[config.mk]
export PLATFORM = sky130hd
export DESIGN_NAME = pal16_ram
export DESIGN_NICKNAME = d
export VERILOG_FILES = /design/src/hw/rtl/pal16_ram.sv
export SDC_FILE = /design/constraint.sdc
export NUM_CORES = 2
export LEC_CHECK = 0
export BUFFER_PORTS_ARGS = -buffer_cell sky130_fd_sc_hd__clkbuf_2
export CORE_MARGIN = 1
export CORE_UTILIZATION = 35
export DETAILED_ROUTE_END_ITERATION = 12
export SLEW_MARGIN = 0
export SYNTH_ARGS = -nofsm -noshare
export SYNTH_HDL_FRONTEND = slang
export SYNTH_SLANG_ARGS = --single-unit
[constraint.sdc]
create_clock -name i_clk -period 5.55 [get_ports i_clk]
set_clock_uncertainty 0.15 [all_clocks]
set_input_delay 1.11 -clock i_clk [delete_from_list [all_inputs] [get_ports i_clk]]
set_output_delay 1.11 -clock i_clk [all_outputs]
set_load 0.05 [all_outputs]
[src/hw/rtl/pal16_ram.sv]
// generic ram: one write port, two registered read ports
module pal16_ram #(
    parameter int WIDTH = 24,
    parameter int DEPTH = 128
) (
    input  logic                     i_clk,
    input  logic                     i_we,
    input  logic [$clog2(DEPTH)-1:0] i_waddr,
    input  logic [WIDTH-1:0]         i_wdata,
    input  logic                     i_re,
    input  logic [$clog2(DEPTH)-1:0] i_raddr_a,
    input  logic [$clog2(DEPTH)-1:0] i_raddr_b,
    output logic [WIDTH-1:0]         o_rdata_a,
    output logic [WIDTH-1:0]         o_rdata_b
);
    logic [WIDTH-1:0] r_mem [DEPTH];
    logic [WIDTH-1:0] r_rdata_a;
    logic [WIDTH-1:0] r_rdata_b;

    always_ff @(posedge i_clk) begin
        if (i_we) begin
            r_mem[i_waddr] <= i_wdata;
        end
        if (i_re) begin
            r_rdata_a <= r_mem[i_raddr_a];
            r_rdata_b <= r_mem[i_raddr_b];
        end
    end

    assign o_rdata_a = r_rdata_a;
    assign o_rdata_b = r_rdata_b;
endmodule

==> reports/qor.txt <==
Worst Max-Slew Pin Slew - 1.31 ns
Max Clock Freq - 254 MHz
Root Driver - clkbuf_16
drt drc - 0
Sink Count - 3,120
Setup Buffers After CTS - 0
Static Leak - 0.0488 uW
min Tclk post-route - 3.93 ns
initial antenna violation count - 83
Finished Cell Area - 163,000 um2
P_sw - 12,200 uW
Seq cells post-synth - 3,120
register area - 93,700 um2
Sequential Power Share - 0.504
syn avg cell area - 24.4 um2
GP Congestion - 0.870
Critical Path RT - 6.03 ns
Setup CP Type - in -> reg
Die Footprint - 409,000 um2
Starting Density - 0.352
Setup TNS Final - 0 ns
CTS tree - yes
most frequent cells in the layout - 3,120 x edfxtp_1, 2,016 x mux4_2, 332 x clkbuf_16
DPL Wire Length - 275,000 um
syn nets - 5,869
commonest non-fill, non-tap cell in the layout - edfxtp_1
max-cap viol count - 0
Ys Warns - 0
Core Box Area - 404,000 um2
status - completed
H-tree depth - 5
crit share post-route - 0.709
area fraction of the dominant cell type after synthesis - 0.659
total CTS buffers - 323
first-pass GRT wire length - 624,000 um
Logic pwr share - 0.090
Resize count post-CTS - 0
Multi-input gate area - 47,600 um2
unrepaired setup endpoints after global routing - no
die width - 640 um
slew margin rel. - 0.125
area leader, netlist - edfxtp_1
largest net degree at the start of global routing - 94
Final #Nets - 6,196
Final setup viols - 0
clock buffer depth - 4
Area growth, synth to finish - 14.4%
CP arrival - 4.41 ns
vertical die dimension - 640 um
Hold Crit Class - in -> reg
final-report hold violation count - 0
mean routed wirelength per cell - 38.3 um
Total GRT Usage - 0.221
internal power - 39,800 uW
Gate Count Post-Synth - 5,821
initial DRC count - 10,472
Ports - 96
I/O Buffers - 95
Peak VDD IR - 0.245 mV
Pwr Density - 319 nW/um2
switching part of the total power - 0.235
clock power share - 0.405
Yosys cell types - 16
Critical Path Sink Type - flip-flop
layout cells sized above 1 - 0.483
Fillers - 34,769
Crit Path Max Fanout - 49
number of global-route vias before repair - 75,118
routed via count - 74,209
clock slew at reported path FFs - 0.06 ns
drt via density - 6.25
top cells by area, synth - edfxtp_1 66%, mux4_2 32%, clkbuf_1 0.65%
later-pin clock latency in the skew report - 0.94 ns
register area share after synthesis - 0.659
Rows - 233
hold_buf cts - 0
first drt pass iteration count - 8
post-route ant nets - 0
placed cell areas - 153,000 um2
final wirelength - 455,000 um
final core occ - 0.403
Startpoint Class - input pin
GR Overflow Total - 0
Synth Cell Area - 142,000 um2
Max Slew Vio Count - 0
## per-stage QoR
| step | total power (uW) | setup slack [ns] | std cells | hold WS, ns |
|---|---|---|---|---|
| finish | 52000 | 1.62 | 11881 | 0.600 |
| global route | 53200 | 1.60 | 11865 | 0.608 |
| CTS | 52200 | 1.64 | 11803 | 0.559 |
| detailed placement | 31400 | 0.684 | 11228 | 1.06 |
| global placement | 31300 | 0.705 | 11228 | 1.04 |
| floorplan | 29200 | 1.48 | 5821 | 1.02 |
## routing by layer
metal	routed length [um]	track usage	up-vias
li1	-	-	27454
met1	170000	0.295	41592
met2	215000	0.346	4415
met3	48400	0.0534	724
met4	20500	0.0925	24
met5	126	0	-
## cell usage after synthesis
library cell  number
buf_2            115
nor3_1             9
buf_6              3
nand2_1           14
nor2_1           122
buf_4              4
clkbuf_1         247
nand3_1           12
or3_1              1
mux2_2            48
nand4_1            3
nor2b_1            7
buf_1             98
mux4_2          2016
edfxtp_1        3120
nand2b_1           2
## critical path: stages
cell,delay (ns)
buf_8,0.28
buf_12,0.29
buf_12,0.25
buf_12,0.31
mux4_2,0.37
mux4_2,0.60
mux4_2,0.68
mux2_2,0.37
## logic make-up (layout without fill, tap and decap cells)
| kind of cell | Yosys count | after routing | synth area share |
|---|---|---|---|
| buf+inv | 467 | 1044 | 0.0136 |
| flops | 3120 | 3120 | 0.659 |
| mux | 2064 | 2064 | 0.323 |
| other cells | 0 | 78 | 0 |
| simple gates | 170 | 170 | 0.00490 |
## path summary, 6_finish.rpt
check	to	slack, ns	from	cells after the start
worst max-delay path	o_rdata_b[20]$_DFFE_PP_	1.62	i_raddr_b[2]	8
worst min-delay path	r_mem[106][11]$_DFFE_PP_	0.60	i_wdata[11]	1
worst max register to register	o_rdata_a[6]$_DFFE_PP_	2.50	r_mem[87][6]$_DFFE_PP_	4
worst min register to register	o_rdata_b[4]$_DFFE_PP_	1.07	r_mem[84][4]$_DFFE_PP_	4
## area by class of cell
class / count / share of cell area
sequential: 3120 / 0.576
tap: 5405 / 0.0415
multi-input combinational: 2234 / 0.292
clock inverter: 181 / 0.00868
timing repair buffer: 469 / 0.0281
clock buffer: 394 / 0.0525
antenna: 78 / 0.00120
## power groups by stage
stage / clock network [uW] / registers [uW] / logic [uW]
final: 21100 / 26200 / 4690
after global routing: 22200 / 26200 / 4820
after CTS: 21300 / 26200 / 4670
after detailed placement: 0 / 26700 / 4660
after global placement: 0 / 26700 / 4630
after floorplan: 0 / 26800 / 2460
## registers in the layout, indices dropped and copies added, names as in the netlist
name,flops
r_mem,3072
o_rdata_a,24
o_rdata_b,24
No activity file was read; power rests on OpenSTA's default activity.
