--- src/hw/rtl/pal16_pkg.sv ---
// shared types, constants and helpers for the palette blend sampler
package pal16_pkg;

    localparam int CH_W   = 8;
    localparam int SLOT_W = 4;
    localparam int SEL_W  = 3;
    localparam int NCH    = 3;

    // mode codes of an input item
    localparam logic MODE_LOAD   = 1'b0;
    localparam logic MODE_SAMPLE = 1'b1;

    localparam logic [CH_W-1:0] BRIGHT_FULL = 8'hFF;

    // channel 2 red, 1 green, 0 blue
    typedef logic [NCH-1:0][CH_W-1:0] t_rgb;

    typedef struct packed {
        logic              pal_ok;
        logic [SLOT_W-1:0] frac;
        logic [CH_W-1:0]   bright;
    } t_ctrl;

    // upper byte of an 8 by 9 bit product
    function automatic logic [CH_W-1:0] mul_hi(input logic [CH_W-1:0] v,
                                               input logic [CH_W:0] s);
        logic [2*CH_W:0] p;
        p = {{CH_W{1'b0}}, v} * {{CH_W{1'b0}}, s};
        return p[2*CH_W-1:CH_W];
    endfunction

endpackage

--- src/hw/rtl/pal16_dim.sv ---
// brightness stage: scales each channel, output register of the block
module pal16_dim (
    input  logic              i_clk,
    input  logic              i_en,
    input  pal16_pkg::t_rgb   i_rgb,
    input  pal16_pkg::t_ctrl  i_ctrl,
    output pal16_pkg::t_rgb   o_rgb
);
    import pal16_pkg::*;

    logic [CH_W:0] sc;
    t_rgb          n_rgb;
    t_rgb          r_rgb;

    always_comb begin
        sc = {1'b0, i_ctrl.bright} + 9'd2;
        for (int c = 0; c < NCH; c++) begin
            if (!i_ctrl.pal_ok) begin
                n_rgb[c] = '0;
            end else if (i_ctrl.bright == BRIGHT_FULL) begin
                n_rgb[c] = i_rgb[c];
            end else if (i_ctrl.bright == '0 || i_rgb[c] == '0) begin
                n_rgb[c] = '0;
            end else begin
                n_rgb[c] = mul_hi(i_rgb[c], sc);
            end
        end
    end

    always_ff @(posedge i_clk) begin
        if (i_en) begin
            r_rgb <= n_rgb;
        end
    end

    assign o_rgb = r_rgb;
endmodule

--- config.mk ---
export PLATFORM = sky130hd
export DESIGN_NAME = pal16_dim
export DESIGN_NICKNAME = d
export VERILOG_FILES = /design/src/hw/rtl/pal16_pkg.sv /design/src/hw/rtl/pal16_dim.sv
export SDC_FILE = /design/constraint.sdc
export NUM_CORES = 1
export LEC_CHECK = 0
export ABC_CLOCK_PERIOD_IN_PS = 7950
export BUFFER_PORTS_ARGS = -buffer_cell sky130_fd_sc_hd__buf_2
export CAP_MARGIN = 20
export CORE_MARGIN = 10
export CORE_UTILIZATION = 30
export CTS_CLUSTER_DIAMETER = 120
export DETAILED_ROUTE_END_ITERATION = 16
export HOLD_SLACK_MARGIN = 0.05
export PLACE_DENSITY_LB_ADDON = 0.1
export SLEW_MARGIN = 20
export SYNTH_ARGS = -nofsm -noshare
export SYNTH_HDL_FRONTEND = slang
export SYNTH_SLANG_ARGS = --single-unit
export TNS_END_PERCENT = 100
--- constraint.sdc ---
create_clock -name i_clk -period 7.95 [get_ports i_clk]
set_input_delay 0.3975 -clock i_clk [delete_from_list [all_inputs] [get_ports i_clk]]
set_output_delay 0.3975 -clock i_clk [all_outputs]
set_load 0.03 [all_outputs]
==> summary.md, run 1 <==
| Metric | Value |
|---|---|
| Outcome | completed |
| EDFF count, synth | 24 |
| Gpl congestion | 0.769 |
| Initial DRC count | between 200 and 250 |
| Die Wd | between 150 and 200 um |
| Top Metal Used | met4 |
| DRC viols | 0 |
| Relative slew margins | approximately 42% |
| Global-route wire length before repair | around 34000 um |
| Syn Area/Cell | 9.02 sq um |
| Placed wire-length estimate | 15700 um |
| Fin Hold WS | 0.558 ns |
| GRT Total Usage | between 10% and 20% |
| Via count | 5685 |
| Post-Syn Nets | 1107 |
| Largest net degree at the start of global routing | 28 |
| Max reg flops | 24 |
| Slowest cell on the critical path | xnor2_2 |
| Final ANT Viol Nets | 0 |
| Die Span Y | between 150 and 200 um |
| Post-synth top area share | between 30% and 40% |
| Util after Layout | between 30% and 40% |
| Drt wl/cell | between 15 and 20 um |
| CTS sink cnt | 24 |
| Critical path endpoint category | register |
| Cts hold-fix bufs | 0 |
| Die area | 0.0324 sq mm |
| Total grt overflow | 0 |
| Vias in the first global route | 6092 |
| PD cells | between 200 and 250 mW/mm^2 |
| Fin crit share | just under 80% |
| PostCTS Resize Cnt | 0 |
| Routed met2 length | a little under 10000 um |
| HP Class | input pin to register |
| Mapped Cells | roughly 850 |
| Initial Utilization | between 30% and 40% |
| Initial DRT Pass Iterations | 4 |
| Crit path time final | about 6.1 ns |
| Cells along the critical path | buf_2, and4_1, nand2_1, xnor2_2, buf_4, nand2_1, fa_1, inv_1, fa_1, fa_1, inv_1, fa_1, inv_1, ha_1, and2_1, and3_1, o311ai_4, a21oi_1, or3_1, a32o_1 |
| Root buf cell | clkbuf_16 |
| Hold Fails Final Rpt | 0 |
| Yosys warns | 0 |
| Layout Nets | approximately 1100 |
| Yosys top cell by area | fa_1 |
| Crit path top cell by count | fa_1 |
| Critical Path RT | about 8 ns |
| Critical Path Max Stage Delay | ~0.65 ns |
| WP data arrival | between 6 and 7 ns |
| Final WL | 20600 um |
| TritonCTS clock tree | yes |
| Port Buffers | 58 |
| Worst hold start | i_rgb[16] |
| Top achievable clock speed | between 150 and 200 MHz |
| Seq/Total Area, Yosys | a little under a tenth |
| Async set-reset flop share out of synthesis | 0% |
| Synth Flop Type | edfxtp_1 |
| Num CTS Buffers | 3 |
| Met3 wire length | between 400 and 500 um |
| Yosys reg bits | 24 |
| H-tree depth | 1 |
| Max VDD drop | 0.000126 V |
| RSZ-0062 raised after global routing | no |
| Crit-path max FO | 27 |
| P_leak | roughly 4.2 nW |
| Antenna violations before repair | 0 |
| Setup violators final | 0 |
| Setup TNS | 0 ns |
| WHS Path Cells | 3 |
| Netlist cell types | 55 |
| Post-Syn Area | approximately 0.0077 sq mm |
| Worst Path Class, Setup | input pin to register |
| Share of cells above drive strength 1 | slightly above 9% |
| Fill cells | between 2000 and 3000 |
| Wire length on met1 | 10100 um |
| Core Rows | 58 |
| Worst slew pin tran | 0.867 ns |
| Syn-to-layout area delta | 9.31% |
| Number of max-cap violations | 0 |
| Top-count cell post-synth | inv_1 |
| Via-per-instance ratio | between 4 and 5 |
| Crit path from | i_ctrl[1] |
| Core Region | about 0.025 sq mm |
| Max-slew violations | 0 |
| Clk buf depth | 2 |
| Ant diodes | 0 |
| IO Count | 63 |
| Synth top area cells | fa_1, ha_1, and2_1 |
| Setup bufs post-CTS | 0 |
| Worst-path clk slew | about 0.080 ns |
| Crit start category | input pin |
| Synth cell count leaders | inv_1, and2_1, fa_1 |
==> final cells by class <==
cell class	count	area, sq um	share of cell area (%)
Timing Repair Buffer	66	350	4.18
Inverter	140	526	6.26
Clock inverter	1	30.0	0.358
Clock buffer	3	75.1	0.895
Tap cell	330	413	4.92
Multi-Input combinational cell	640	6270	74.8
Sequential cell	24	721	8.59
==> layer usage <==
layer	vias up	track usage [%]
li1	2757	-
met5	-	0
met1	2856	17.7
met4	0	1.95
met3	7	1.00
met2	65	22.3
==> placed cells by master, fill, tap and decap left out, types with 8 or more instances in the layout <==
master	Yosys	layout
a21o_1	8	8
a21oi_1	22	22
a22o_1	14	14
and2_1	131	131
and3_1	8	8
buf_2	2	58
buf_4	0	8
edfxtp_1	24	24
fa_1	120	120
ha_1	97	97
inv_1	140	140
nand2_1	78	78
nand3_1	9	9
nor2_1	10	9
nor2b_1	20	20
nor4_1	9	9
o21ai_0	15	15
xnor2_1	22	19
xor2_1	12	11
==> where the power goes <==
group,total [mW],internal (mW),switching [mW]
clock network,0.166,0.101,0.0648
registers,0.231,0.220,0.0107
logic,1.56,0.663,0.895
==> worst max-delay path, delay by kind of cell <==
family          cells  cell delay [ns]
simple gates        6             1.34
xor+xnor            1             0.65
compound gates      3             0.50
buf+inv             5             0.95
fa+ha+maj           5             2.32
==> logic make-up (layout without fill, tap and decap cells) <==
family	after synthesis	after routing	share of synthesized area, %
buffers and inverters	187	210	9.28
XOR/XNOR	34	34	3.88
adder cells (fa/ha/maj)	217	217	47.1
multiplexers	3	3	0.391
flip-flops	24	24	9.39
AO/OA/AOI/OAI	99	99	9.37
AND/OR/NAND/NOR	287	287	20.6
==> path summary, 6_finish.rpt <==
kind               endpoint  slack [ns]
hold / removal    o_rgb[16]        0.56
setup / recovery  o_rgb[21]        1.80
==> stage by stage <==
stage | setup slack, ns | area, sq um | std cells | power (mW)
after CTS | 1.79 | 8390 | 1204 | 1.99
after floorplan | 2.76 | 7670 | 851 | 1.46
after global placement | 1.47 | 8280 | 1200 | 1.82
after detailed placement | 1.50 | 8280 | 1200 | 1.82
final | 1.80 | 8390 | 1204 | 1.95
after global routing | 1.39 | 8390 | 1204 | 2.23
Note: power is estimated with default switching activity, not from simulation.
==> run 2, diff against run 1 <==
--- a/config.mk
+++ b/config.mk
@@ -5,7 +5,8 @@
 export SDC_FILE = /design/constraint.sdc
 export NUM_CORES = 1
 export LEC_CHECK = 0
-export ABC_CLOCK_PERIOD_IN_PS = 7950
+export ABC_AREA = 1
+export ABC_CLOCK_PERIOD_IN_PS = 5300
 export BUFFER_PORTS_ARGS = -buffer_cell sky130_fd_sc_hd__buf_2
 export CAP_MARGIN = 20
 export CORE_MARGIN = 10
==> constraint.sdc (replaced) <==
create_clock -name i_clk -period 5.3 [get_ports i_clk]
set_input_delay 0.265 -clock i_clk [delete_from_list [all_inputs] [get_ports i_clk]]
set_output_delay 0.265 -clock i_clk [all_outputs]
set_load 0.03 [all_outputs]
==> run 2 against run 1 <==
Effect of this change: area after synthesis is 7.7% higher; routed wire length rose by 21%; flip-flop and latch count did not move; largest cell class unchanged; clock power is 49% higher; global-route usage grew 2.0 points.
==> summary.md, run 2 <==
| Metric | Value |
|---|---|
| Register area | 721 sq um (unchanged) |
| CP Buf/Inv Count | 7 (+2) |
| Top achievable clock speed | 205 MHz |
| Critical path endpoint category | register |
| Crit path from | i_ctrl[1] |
| Post-synth top area share | 29.1% (-2.2 points) |
| Worst slew pin tran | 0.780 ns (-0.0871 ns) |
| EDFF count, synth | 24 (unchanged) |
| Syn-to-layout area delta | 10.8% |
| Initial DRC count | 340 (+51%) |
| Cts hold-fix bufs | 0 (unchanged) |
| Yosys top cell by area | fa_1 |
| Critical Path Stages | 22 (+10%) |
| Die Wd | 186 um (+3.4%) |
| Slowest cell on the critical path | fa_1 |
| IO Count | 63 (unchanged) |
| Setup violators final | 0 (unchanged) |
| Worst Path Class, Setup | input pin to register |
| Syn Area/Cell | 7.27 sq um (-19%) |
| CTS sink cnt | 24 (unchanged) |
| Setup bufs post-CTS | 0 (unchanged) |
| Crit path time final | 4.87 ns |
| Critical Path RT | 5.31 ns (-2.68 ns) |
| Core Rows | 60 (+3.4%) |
| Clk buf depth | 2 (unchanged) |
| Synth Flop Type | edfxtp_1 |
| Global-route wire length before repair | 40700 um (+18%) |
| Max-slew violations | 0 (unchanged) |
| Setup TNS | 0 ns (unchanged) |
| Share of cells above drive strength 1 | 12.3% (+3.1 points) |
| Final WL | 24900 um (+21%) |
| Core Region | 0.0270 sq mm (+7.3%) |
| Root buf cell | clkbuf_16 |
| Initial Utilization | 30.6% (+0.10 points) |
| RSZ-0062 raised after global routing | no |
| Most common cell after layout, fill and taps aside | inv_1 |
| Crit-path max FO | 9 (-67%) |
| Async set-reset flop share out of synthesis | 0% (unchanged) |
| DRC viols | 0 (unchanged) |
| Final worst setup slack | 0.431 ns (-1.37 ns) |
| Hold Fails Final Rpt | 0 (unchanged) |
| Via count | 7108 (+25%) |
| Cells along the critical path | buf_2, ha_1, nand2_1, inv_2, nor2_2, clkinv_1, buf_4, nor2_1, fa_1, fa_1, fa_1, inv_1, fa_1, inv_1, ha_1, a21oi_1, o21ai_0, inv_1, nand2_1, or2_2, nand3_1, a21oi_1 |
| Power Total | 3.37 mW (+72%) |
| Layout Nets | 1462 (+29%) |
| Fin Hold WS | 0.432 ns (-0.126 ns) |
| Post-Place Cells | 1542 (+28%) |
| WP data arrival | 4.87 ns (-1.32 ns) |
| CP endpoint | o_rgb[9] |
| Initial DRT Pass Iterations | 5 (+1) |
| Fin crit share | between 90% and 100% |
| Crit path top cell by count | fa_1 |
| H-tree depth | 1 (unchanged) |
| Post-Syn Area | 0.00826 sq mm (+7.7%) |
| PostCTS Resize Cnt | 0 (unchanged) |
| Yosys reg bits | 24 (unchanged) |
| Largest net degree at the start of global routing | 25 (-11%) |
| Final ANT Viol Nets | 0 (unchanged) |
| Number of max-cap violations | 0 (unchanged) |
| Synth cell count leaders | inv_1, nand2_1, nor2_1 |
| Placed wire-length estimate | 21200 um (+35%) |
| Total grt overflow | 0 (unchanged) |
| TritonCTS clock tree | yes |
| Fill cells | 3056 (+13%) |
| Via-per-instance ratio | 4.59 (-2.7%) |
| Port Buffers | 58 (unchanged) |
| Max reg flops | 24 (unchanged) |
| Die area | 0.0346 sq mm (+6.8%) |
| HP Class | input pin to register |
| Multi-input gate area | 0.00641 sq mm (+2.2%) |
| Seq/Total Area, Yosys | 8.72% (-0.67 points) |
| Drt wl/cell | 16.1 um (-6.1%) |
| Relative slew margins | 47.6% (+5.4 points) |
| Top-count cell post-synth | inv_1 |
| P_leak | 5.19 nW (+23%) |
| Synth top area cells | fa_1, ha_1, inv_1 |
| Max VDD drop | 0.000227 V (+80%) |
| CP top delay family | adder cells |
| Crit start category | input pin |
| Netlist cell types | 33 (-40%) |
| Layout Cells excl Fill | 1547 (+28%) |
| Vias in the first global route | 7505 (+23%) |
| Num CTS Buffers | 3 (unchanged) |
| Mapped Cells | 1137 (+34%) |
| PD cells | 368 mW/mm^2 (+58%) |
| GRT Total Usage | 15.0% (+2.0 points) |
| Die Span Y | 186 um (+3.4%) |
| Worst-path clk slew | 0.09 ns (about the same) |
| Critical Path Max Stage Delay | 0.49 ns (-0.16 ns) |
| Outcome | completed |
| Gpl congestion | 0.855 (+11%) |
| Post-Syn Nets | 1393 (+26%) |
| Antenna violations before repair | 1 (+1) |
| Place WS | 0.144 ns (-1.35 ns) |
| Most frequent cells in the layout | inv_1, nand2_1, nor2_1, fa_1, ha_1 |
| Yosys warns | 0 (unchanged) |
==> run 2: cell types whose count changed in the layout (fill, tap and decap cells not counted), sizes merged, moves of 41 or more <==
cell and change:
a21oi +41, and2 -131, inv +125, nand2 +201
nand3 +49, nor2 +140
==> run 2: worst min-delay path by stage <==
| stage | end | startpoint | slack [ns] | cells past startpoint |
|---|---|---|---|---|
| floorplan | o_rgb[0] | i_en | 0.38 | 0 |
| global placement | o_rgb[3] | i_rgb[3] | 0.73 | 3 |
| detailed placement | o_rgb[3] | i_rgb[3] | 0.73 | 3 |
| CTS | o_rgb[3] | i_rgb[3] | 0.43 | 3 |
| global route | o_rgb[21] | i_rgb[21] | 0.45 | 3 |
| finish | o_rgb[19] | i_rgb[19] | 0.43 | 3 |
==> run 2: per-stage QoR <==
step / util, % / cell area, sq um
after floorplan: - / 8260
final: 33.9 / 9150
after CTS: 33.9 / 9150
after detailed placement: 33.5 / 9050
after global placement: 33.5 / 9050
after global routing: 33.9 / 9150
==> run 2: where the power goes <==
group	switching (mW)	leakage [nW]	internal [mW]
Combinational	1.78	4.91	0.997
Sequential	0.0165	0.231	0.321
Clock	0.0970	0.0511	0.151
Total	1.90	5.19	1.47
==> run 2: cells by family after synthesis <==
logic type / count (synthesis) / share of synthesized area [%]
AO/OA/AOI/OAI: 89 / 5.53
XOR/XNOR: 6 / 0.636
adder cells (fa/ha/maj): 217 / 43.8
buffers and inverters: 287 / 13.7
flip-flops: 24 / 8.72
AND/OR/NAND/NOR: 514 / 27.7
==> run 2: area by class of cell <==
type	instances	area share, %
Multi-Input combinational cell	826	70.0
Clock buffer	3	0.820
Inverter	269	11.1
Clock inverter	1	0.328
Timing Repair Buffer	82	5.14
Tap cell	341	4.66
Antenna cell	1	0.0273
Sequential cell	24	7.87
==> run 2: per-layer routing <==
layer | global-route usage [%] | wire length, um
met2 | 26.1 | 12000
met3 | 0.975 | 595
met5 | 0 | 0
met1 | 20.5 | 12100
met4 | 1.97 | 214
==> run 2: worst min-delay path: stages <==
cell and delay (ns):
buf_2 0.16, nand2_1 0.08, a21oi_1 0.05
