## src/hw/rtl/pal16_pkg.sv

```systemverilog
// shared types, constants and helpers for the palette blend sampler
package pal16_pkg;

    localparam int CH_W   = 8;
    localparam int SLOT_W = 4;
    localparam int SEL_W  = 3;
    localparam int NCH    = 3;

    // mode codes of an input item
    localparam logic MODE_LOAD   = 1'b0;
    localparam logic MODE_SAMPLE = 1'b1;

    localparam logic [CH_W-1:0] BRIGHT_FULL = 8'hFF;

    // channel 2 red, 1 green, 0 blue
    typedef logic [NCH-1:0][CH_W-1:0] t_rgb;

    typedef struct packed {
        logic              pal_ok;
        logic [SLOT_W-1:0] frac;
        logic [CH_W-1:0]   bright;
    } t_ctrl;

    // upper byte of an 8 by 9 bit product
    function automatic logic [CH_W-1:0] mul_hi(input logic [CH_W-1:0] v,
                                               input logic [CH_W:0] s);
        logic [2*CH_W:0] p;
        p = {{CH_W{1'b0}}, v} * {{CH_W{1'b0}}, s};
        return p[2*CH_W-1:CH_W];
    endfunction

endpackage

```

## src/hw/rtl/pal16_blend.sv

```systemverilog
// blend stage: weighted mix of a slot color with its neighbor
module pal16_blend (
    input  logic                          i_clk,
    input  logic                          i_en,
    input  pal16_pkg::t_rgb               i_a,
    input  pal16_pkg::t_rgb               i_b,
    input  logic [pal16_pkg::SLOT_W-1:0]  i_frac,
    output pal16_pkg::t_rgb               o_rgb
);
    import pal16_pkg::*;

    logic [CH_W-1:0] w;
    logic [CH_W:0]   wt_a;
    logic [CH_W:0]   wt_b;
    t_rgb            n_rgb;
    t_rgb            r_rgb;

    always_comb begin
        w    = {i_frac, {(CH_W-SLOT_W){1'b0}}};
        // scale8 weights already carry the +1
        wt_a = 9'd256 - {1'b0, w};
        wt_b = {1'b0, w} + 9'd1;
        for (int c = 0; c < NCH; c++) begin
            // no fraction: the slot color stands alone, the neighbor is not used
            if (i_frac == '0) begin
                n_rgb[c] = i_a[c];
            end else begin
                n_rgb[c] = mul_hi(i_a[c], wt_a) + mul_hi(i_b[c], wt_b);
            end
        end
    end

    always_ff @(posedge i_clk) begin
        if (i_en) begin
            r_rgb <= n_rgb;
        end
    end

    assign o_rgb = r_rgb;
endmodule

```

## config.mk

```make
export PLATFORM = sky130hd
export DESIGN_NAME = pal16_blend
export DESIGN_NICKNAME = d
export VERILOG_FILES = /design/src/hw/rtl/pal16_pkg.sv /design/src/hw/rtl/pal16_blend.sv
export SDC_FILE = /design/constraint.sdc
export NUM_CORES = 1
export LEC_CHECK = 0
export ABC_AREA = 1
export ABC_CLOCK_PERIOD_IN_PS = 8800
export BUFFER_PORTS_ARGS = -buffer_cell sky130_fd_sc_hd__buf_4
export CORE_ASPECT_RATIO = 2
export CORE_UTILIZATION = 45
export CTS_CLUSTER_DIAMETER = 100
export DETAILED_ROUTE_END_ITERATION = 7
export PLACE_DENSITY = 0.75
export SETUP_SLACK_MARGIN = 0.02
export SLEW_MARGIN = 20
export SYNTH_ARGS = -nofsm -noshare
export SYNTH_HDL_FRONTEND = slang
export SYNTH_SLANG_ARGS = --single-unit
```

## constraint.sdc

```tcl
create_clock -name i_clk -period 8.8 [get_ports i_clk]
set_clock_uncertainty 0.2 [all_clocks]
set_input_delay 0.44 -clock i_clk [delete_from_list [all_inputs] [get_ports i_clk]]
set_output_delay 0.44 -clock i_clk [all_outputs]
set_load 0.02 [all_outputs]
```

==> flow_metrics.env, run 1 <==
export IMPL_status="completed"
export IMPL_track_usage_pct=22.0
export IMPL_yosysWarnings=0
export IMPL_relSlewSlack_pct=46.9
export IMPL_post_cts_setup_buffer_count=0
export IMPL_path_max_fanout=42
export IMPL_vias_per_cell=5.00
export IMPL_antenna_found_initial=0
export IMPL_fin_crit_ns=6.88
export IMPL_n_antenna_cell=0
export IMPL_pre_cts_ws_ns=1.61
export IMPL_path_depth=29
export IMPL_finalSetupTns_ns=0
export IMPL_critPathBufInv=7
export IMPL_portBuffers=77
export IMPL_arrival_ns=6.72
export IMPL_grt_pass1_wl_um=38300
export IMPL_largest_register_ffs=24
export IMPL_clockBufferDepth=2
export IMPL_fin_crit_sh_pct=78.1
export IMPL_hold_depth=3
export IMPL_fmax_ghz=0.145
export IMPL_synth_top_area_cell="ha_1"
export IMPL_tightest_slew_ns=0.796
export IMPL_finalMaxSlewViolations=0
export IMPL_hold_path_class="in2reg"
export IMPL_ioPinCount=78
export IMPL_totalWireLength_um=23300
export IMPL_setup_viol=0
export IMPL_drt_iter0_drc=329
export IMPL_finalHoldViolCount=0
export IMPL_finalWorstSetupSlack_ns=1.92
export IMPL_drv_cap=0
export IMPL_required_ns=8.65
export IMPL_grt_pass1_vias=8734
export IMPL_fp_dieW_um=106
export IMPL_path_common_cell="nand2_1"
export IMPL_clk_root_buffer_cell="clkbuf_16"
export IMPL_drive_above_1_share_pct=7.03
export IMPL_numCtsBuffers=3
export IMPL_cp_start_kind="input port"
export IMPL_drcViolationCount=0
export IMPL_core_um2=21000
export IMPL_cts_resized=0
export IMPL_rows=75
export IMPL_grt_max_degree=46
export IMPL_p_leak_nw=6.72
export IMPL_gr_total_overflow=0
export IMPL_crit_type="in2reg"
export IMPL_synth_cell_types=34
export IMPL_worst_path_dominant_cell_family="adder cells"
export IMPL_gp_congestion=0.903
export IMPL_syn_to_final_growth_pct=9.26
export IMPL_die_h_um=209
export IMPL_slowest_stage="clkinv_1"
export IMPL_clock_sinks=24
export IMPL_initial_core_util_pct=46.0
export IMPL_rsz0062_at_grt="no"
export IMPL_avgSynthCellArea_um2=7.16
export IMPL_htreeDepth=1
export IMPL_syn_area_um2=9660
export IMPL_hold_buffers=0
export IMPL_synth_net_count=1702
export IMPL_num_vias=8390
export IMPL_synth_cells=1350
export IMPL_dp_hpwl_um=20000
export IMPL_ys_ff_latch=24
export IMPL_crit_path_end_kind="register"
export IMPL_cts_clk_slew_worst_paths_ns=0.07
export IMPL_p_per_area_nw_per_um2=230
export IMPL_cpPeakStageDelay_ns=0.57
export IMPL_drt_first_pass_iters=5
export IMPL_die_area_um2=22100
export IMPL_irDropWorstVdd_mv=0.139
export IMPL_ys_seq_area_share_pct=7.46
export IMPL_yosys_area_top_type_share_pct=26.2
export IMPL_nNetsFinal=1761
export IMPL_synthTopCellsByArea="ha_1, fa_1, inv_1"
export IMPL_wl_per_cell_um=13.9
export IMPL_cts_tree="done"
export IMPL_ant_nets=0
## where the power goes
| part | total, W | internal, W | switching [W] |
|---|---|---|---|
| Clock | 0.000116 | 0.0000615 | 0.0000550 |
| Combinational | 0.00203 | 0.000804 | 0.00123 |
| Sequential | 0.000284 | 0.000258 | 0.0000262 |
| Total | 0.00243 | 0.00112 | 0.00131 |
## final timing paths
path / start / end / slack (ns)
worst min-delay path: i_a[15] / o_rgb[15] / 0.34
worst max-delay path: i_frac[0] / o_rgb[23] / 1.92
## synthesized netlist by cell type
| master | count |
|---|---|
| o21bai_1 | 7 |
| xor2_1 | 33 |
| or2_2 | 4 |
| o21ai_1 | 1 |
| o22ai_1 | 6 |
| nand3b_1 | 1 |
| xnor2_2 | 1 |
| nand3_1 | 39 |
| buf_2 | 7 |
| buf_4 | 1 |
| nand2_4 | 1 |
| a21o_1 | 3 |
| nor3_2 | 1 |
| ha_1 | 202 |
| o31ai_1 | 1 |
| a221oi_1 | 3 |
| clkbuf_1 | 15 |
| o21a_1 | 3 |
| inv_2 | 1 |
| o21ai_0 | 13 |
| nor2_4 | 2 |
| nand2_1 | 311 |
| nand4_1 | 5 |
| fa_1 | 96 |
| o21bai_2 | 1 |
| o21ai_2 | 4 |
| a31o_2 | 4 |
| clkinv_1 | 1 |
| inv_1 | 389 |
| nor3_1 | 12 |
| a21oi_1 | 48 |
| nor2_1 | 87 |
| edfxtp_1 | 24 |
| xnor2_1 | 23 |
## final cells by class
| cell class | instances | area [µm²] |
|---|---|---|
| well taps | 269 | 337 |
| repair buffers | 77 | 578 |
| flip-flops and latches | 24 | 721 |
| multi-input cells | 912 | 7370 |
| clock buffers | 3 | 75.1 |
| fillers | 2095 | 10500 |
| inverters | 391 | 1470 |
| clock inverters | 1 | 3.75 |
## routing by layer
metal	track usage (%)	routed length [µm]	part of all wire [%]	vias to the layer above
met5	0	0	0	-
met4	14.8	1620	6.9	0
met3	1.19	651	2.8	71
met2	45.3	13500	58	158
met1	19.7	7540	32	3987
li1	-	-	-	4174
## layout by cell type, fill, tap and decap left out, types with 12 or more instances in the layout
cell type / netlist / routed
a21oi_1: 48 / 48
o21ai_0: 13 / 13
inv_1: 389 / 389
fa_1: 96 / 96
edfxtp_1: 24 / 24
nor2_1: 87 / 87
nand3_1: 39 / 39
nor3_1: 12 / 12
xnor2_1: 23 / 23
xor2_1: 33 / 33
buf_4: 1 / 77
ha_1: 202 / 202
nand2_1: 311 / 311
## cells by family after synthesis
logic type | after synthesis | share of synthesized area [%]
xor+xnor | 57 | 5.25
compound gates | 94 | 5.80
flops | 24 | 7.46
buf+inv | 414 | 16.2
fa+ha+maj | 298 | 46.1
simple gates | 463 | 19.2
## metrics by stage
step | cells | hold slack, ns | util, % | instance area [µm²] | power [W]
final | 1677 | 0.336 | 50.2 | 10600 | 0.00243
after detailed placement | 1673 | 0.640 | 49.8 | 10500 | 0.00232
after floorplan | 1350 | 0.352 | - | 9660 | 0.00176
after global placement | 1673 | 0.619 | 49.8 | 10500 | 0.00226
after global routing | 1677 | 0.347 | 50.2 | 10600 | 0.00272
after CTS | 1677 | 0.342 | 50.2 | 10600 | 0.00245
(Power assumes the default switching activity.)
==> run 2: changes to the inputs <==
--- a/config.mk
+++ b/config.mk
@@ -6,7 +6,7 @@
 export NUM_CORES = 1
 export LEC_CHECK = 0
 export ABC_AREA = 1
-export ABC_CLOCK_PERIOD_IN_PS = 8800
+export ABC_CLOCK_PERIOD_IN_PS = 6500
 export BUFFER_PORTS_ARGS = -buffer_cell sky130_fd_sc_hd__buf_4
 export CORE_ASPECT_RATIO = 2
 export CORE_UTILIZATION = 45
==> constraint.sdc (replaced) <==
create_clock -name i_clk -period 6.5 [get_ports i_clk]
set_clock_uncertainty 0.2 [all_clocks]
set_input_delay 0.325 -clock i_clk [delete_from_list [all_inputs] [get_ports i_clk]]
set_output_delay 0.325 -clock i_clk [all_outputs]
set_load 0.02 [all_outputs]
==> run 2 against run 1 <==
Final area increased by 1.0%. Sequential power grew 34%. Clock power increased by 36%. Critical path depth stayed put. Count of clock-buffer cells in the layout is the same. Core utilization is 0.50 points higher. Setup slack lost 1.3 ns. Combinational power increased by 37%. Via count up 1.7%. Wire length is 0.86% higher. Die area stayed put.
==> flow_metrics.env, run 2 (synthesized netlist as in run 1, its figures left out) <==
export IMPL_dp_hpwl_um=20600
export IMPL_nNetsFinal=1775
export IMPL_gr_total_overflow=0
export IMPL_final_cell_mix="inv_1, nand2_1, ha_1, fa_1, buf_4"
export IMPL_clockBufferDepth=2
export IMPL_cpPeakStageDelay_ns=0.56
export IMPL_grt_max_degree=25
export IMPL_tightest_slew_ns=0.622
export IMPL_drv_cap=0
export IMPL_drt_first_pass_iters=5
export IMPL_drcViolationCount=0
export IMPL_worst_path_dominant_cell_family="adder cells"
export IMPL_grt_pass1_vias=9045
export IMPL_grt_pass1_wl_um=39200
export IMPL_status="completed"
export IMPL_p_per_area_nw_per_um2=312
export IMPL_fin_crit_ns=5.90
export IMPL_power_w=0.00332
export IMPL_p_leak_nw=6.78
export IMPL_post_cts_setup_buffer_count=0
export IMPL_syn_to_final_growth_pct=10.3
export IMPL_finalSetupTns_ns=0
export IMPL_fp_dieW_um=106
export IMPL_core_um2=21000
export IMPL_largest_register_ffs=24
export IMPL_critPathBufInv=7
export IMPL_cts_tree="done"
export IMPL_crit_start="i_frac[0]"
export IMPL_slowest_stage="fa_1"
export IMPL_p_switching_w=0.00179
export IMPL_fmax_ghz=0.169
export IMPL_path_common_cell="nand2_1"
export IMPL_vias_per_cell=5.05
export IMPL_die_h_um=209
export IMPL_drt_iter0_drc=252
export IMPL_n_antenna_cell=0
export IMPL_ant_nets=0
export IMPL_p_int_w=0.00153
export IMPL_antenna_found_initial=0
export IMPL_switching_share_pct=53.9
export IMPL_path_max_fanout=12
export IMPL_gp_congestion=0.996
export IMPL_power_frac_comb_pct=83.8
export IMPL_ioPinCount=78
export IMPL_place_area_um2=10600
export IMPL_cp_start_kind="input port"
export IMPL_totalWireLength_um=23500
export IMPL_pre_cts_ws_ns=0.315
export IMPL_mostFrequentLayoutCell="inv_1"
export IMPL_fin_crit_sh_pct=90.8
export IMPL_relSlewSlack_pct=58.5
export IMPL_rsz0062_at_grt="no"
export IMPL_numCtsBuffers=3
export IMPL_die_area_um2=22100
export IMPL_hold_buffers=0
export IMPL_track_usage_pct=22.5
export IMPL_htreeDepth=1
export IMPL_crit_path_end_kind="register"
export IMPL_irDropWorstVdd_mv=0.187
export IMPL_initial_core_util_pct=46.0
export IMPL_cts_clk_slew_worst_paths_ns=0.07
export IMPL_hp_start="i_a[15]"
export IMPL_required_ns=6.35
export IMPL_setup_viol=0
export IMPL_drive_above_1_share_pct=7.95
export IMPL_arrival_ns=5.75
export IMPL_design_area_um2=10700
export IMPL_finalMaxSlewViolations=0
export IMPL_p_clk_share_pct=4.8
export IMPL_hold_path_class="in2reg"
export IMPL_wl_per_cell_um=13.9
export IMPL_clk_root_buffer_cell="clkbuf_16"
export IMPL_num_vias=8535
export IMPL_portBuffers=77
export IMPL_clock_sinks=24
export IMPL_rows=75
export IMPL_finalHoldViolCount=0
export IMPL_finalWorstSetupSlack_ns=0.600
export IMPL_crit_type="in2reg"
export IMPL_p_seq_share_pct=11.5
export IMPL_cts_resized=0
[run 2: cell count changes in the layout (fill, tap and decap cells not counted)]
cell | before | now
buf_4 | 77 | 91
[run 2: power by group through the flow]
stage,sequential [W],clock (W),combinational [W]
5_1_grt,0.000387,0.000164,0.00315
6_report,0.000381,0.000158,0.00278
3_5_place_dp,0.000385,0,0.00278
4_1_cts,0.000382,0.000163,0.00280
3_3_place_gp,0.000385,0,0.00270
2_1_floorplan,0.000479,0,0.00191
[run 2: layout make-up]
type | instances | area (µm²)
clock buffers | 3 | 75.1
clock inverters | 1 | 3.75
fillers | 2148 | 10400
inverters | 391 | 1470
multi-input cells | 912 | 7370
flip-flops and latches | 24 | 721
well taps | 269 | 337
repair buffers | 91 | 683
[run 2: worst paths after layout]
kind,end,slack [ns],cells past startpoint
max,o_rgb[23],0.60,29
min,o_rgb[15],0.23,3
[run 2: stage by stage]
step / util, % / cells / hold slack, ns
after CTS: 50.7 / 1691 / 0.212
after detailed placement: 50.3 / 1687 / 0.511
final: 50.7 / 1691 / 0.226
after global placement: 50.3 / 1687 / 0.505
after floorplan: - / 1350 / 0.237
after global routing: 50.7 / 1691 / 0.252
[run 2: layer usage]
| metal | global-route usage [%] | part of all wire [%] | up-vias |
|---|---|---|---|
| li1 | - | - | 4206 |
| met1 | 20.2 | 33 | 4052 |
| met2 | 44.8 | 56 | 178 |
| met3 | 1.47 | 2.7 | 99 |
| met4 | 17.9 | 8.9 | 0 |
| met5 | 0 | 0 | - |
==> run 3: changes to the inputs <==
--- a/config.mk
+++ b/config.mk
@@ -13,6 +13,7 @@
 export CTS_CLUSTER_DIAMETER = 100
 export DETAILED_ROUTE_END_ITERATION = 7
 export PLACE_DENSITY = 0.75
+export RECOVER_POWER = 50
 export SETUP_SLACK_MARGIN = 0.02
 export SLEW_MARGIN = 20
 export SYNTH_ARGS = -nofsm -noshare
==> run 3 against run 2 <==
The run now ends with max-capacitance violations, max-slew violations left. Final cell count is the same. Maximum frequency is essentially flat. Die area is the same. Combinational power is essentially flat. Global-route usage is the same. Count of clock-buffer cells in the layout is the same. Hold slack is essentially flat. Flip-flop and latch count is the same. Critical path depth is the same.
==> flow_metrics.env, run 3 (synthesized netlist as in run 1, its figures left out) <==
export IMPL_status="finished, violations left"
export IMPL_violations="max-capacitance violations, max-slew violations"
export IMPL_clockBufferDepth=2
export IMPL_htreeDepth=1
export IMPL_gp_congestion=0.996
export IMPL_drive_above_1_share_pct=7.03
export IMPL_rows=75
export IMPL_worst_path_dominant_cell_family="adder cells"
export IMPL_crit_path_end_kind="register"
export IMPL_grt_pass1_vias=9045
export IMPL_cp_start_kind="input port"
export IMPL_hp_start="i_a[15]"
export IMPL_crit_type="in2reg"
export IMPL_ant_nets=0
export IMPL_wl_per_cell_um=13.9
export IMPL_holdPathEnd="o_rgb[15]"
export IMPL_fin_crit_ns=5.90
export IMPL_n_antenna_cell=0
export IMPL_portBuffers=77
export IMPL_p_per_area_nw_per_um2=310
export IMPL_totalWireLength_um=23500
export IMPL_cpPeakStageDelay_ns=0.55
export IMPL_p_leak_nw=6.74
export IMPL_n_fill_cell=2164
export IMPL_grt_pass1_wl_um=39200
export IMPL_drv_cap=1
export IMPL_setup_viol=0
export IMPL_cts_clk_slew_worst_paths_ns=0.07
export IMPL_dp_hpwl_um=20600
export IMPL_hold_path_class="in2reg"
export IMPL_finalHoldViolCount=0
export IMPL_fmax_ghz=0.169
export IMPL_multiInputGateArea_um2=7370
export IMPL_finalWorstSetupSlack_ns=0.598
export IMPL_rsz0062_at_grt="no"
export IMPL_hold_buffers=0
export IMPL_slowest_stage="fa_1"
export IMPL_gr_total_overflow=0
export IMPL_largest_register_ffs=24
export IMPL_post_cts_setup_buffer_count=0
export IMPL_fp_dieW_um=106
export IMPL_pre_cts_ws_ns=0.315
export IMPL_drt_iter0_drc=255
export IMPL_final_cell_mix="inv_1, nand2_1, ha_1, fa_1, nor2_1"
export IMPL_clock_sinks=24
export IMPL_numCtsBuffers=3
export IMPL_hold_depth=3
export IMPL_seq_area_um2=721
export IMPL_arrival_ns=5.75
export IMPL_path_max_fanout=12
export IMPL_mostFrequentLayoutCell="inv_1"
export IMPL_vias_per_cell=5.05
export IMPL_cts_resized=0
export IMPL_nNetsFinal=1775
export IMPL_critPathBufInv=7
export IMPL_path_common_cell="nand2_1"
export IMPL_relSlewSlack_pct=-6.13
export IMPL_cts_tree="done"
export IMPL_num_vias=8545
export IMPL_fin_crit_sh_pct=90.8
export IMPL_core_um2=21000
export IMPL_antenna_found_initial=0
export IMPL_clk_root_buffer_cell="clkbuf_16"
export IMPL_syn_to_final_growth_pct=9.84
export IMPL_grt_max_degree=25
export IMPL_initial_core_util_pct=46.0
export IMPL_drcViolationCount=0
export IMPL_required_ns=6.35
export IMPL_die_h_um=209
export IMPL_die_area_um2=22100
export IMPL_tightest_slew_ns=1.59
export IMPL_ioPinCount=78
export IMPL_irDropWorstVdd_mv=0.176
export IMPL_track_usage_pct=22.5
export IMPL_drt_first_pass_iters=5
export IMPL_finalSetupTns_ns=0
export IMPL_finalMaxSlewViolations=25
run 3: power breakdown:
group,internal [W],switching [W],leakage (nW),total [W]
Sequential,0.000349,0.0000310,0.235,0.000380
Clock,0.0000832,0.0000748,0.0385,0.000158
Combinational,0.00106,0.00168,6.46,0.00275
run 3: metrics by stage:
stage | hold WS, ns | utilization [%] | instances | instance area [µm²] | power (W)
finish | 0.226 | 50.5 | 1691 | 10600 | 0.00329
floorplan | 0.237 | - | 1350 | 9660 | 0.00239
global route | 0.252 | 50.5 | 1691 | 10600 | 0.00367
global placement | 0.505 | 50.3 | 1687 | 10600 | 0.00309
CTS | 0.212 | 50.7 | 1691 | 10700 | 0.00334
detailed placement | 0.511 | 50.3 | 1687 | 10600 | 0.00316
run 3: final cells by class:
type                    instances  share of cell area, %
multi-input cells             912                   69.5
inverters                     391                   13.8
flip-flops and latches         24                   6.79
repair buffers                 91                   5.98
well taps                     269                   3.17
clock buffers                   3                  0.707
clock inverters                 1                 0.0354
run 3: worst max-delay path by stage:
stage               startpoint   endpoint  slack (ns)  cells after the start
CTS                  i_frac[0]  o_rgb[23]        0.61                     30
floorplan            i_frac[1]   o_rgb[7]        0.37                     33
global route         i_frac[0]  o_rgb[23]        0.08                     30
global placement     i_frac[0]   o_rgb[7]        0.45                     30
finish               i_frac[0]  o_rgb[23]        0.60                     29
detailed placement   i_frac[0]  o_rgb[23]        0.32                     30
run 3: per-layer routing:
layer	wire (µm)	global-route usage, %	vias up
met5	0	0	-
met2	13100	44.8	185
li1	-	-	4208
met4	2090	17.9	0
met3	685	1.47	99
met1	7700	20.2	4053
run 3: worst min-delay path: cells and delay by family:
family	cells	cell delay [ns]
buf+inv	1	0.13
simple gates	2	0.15
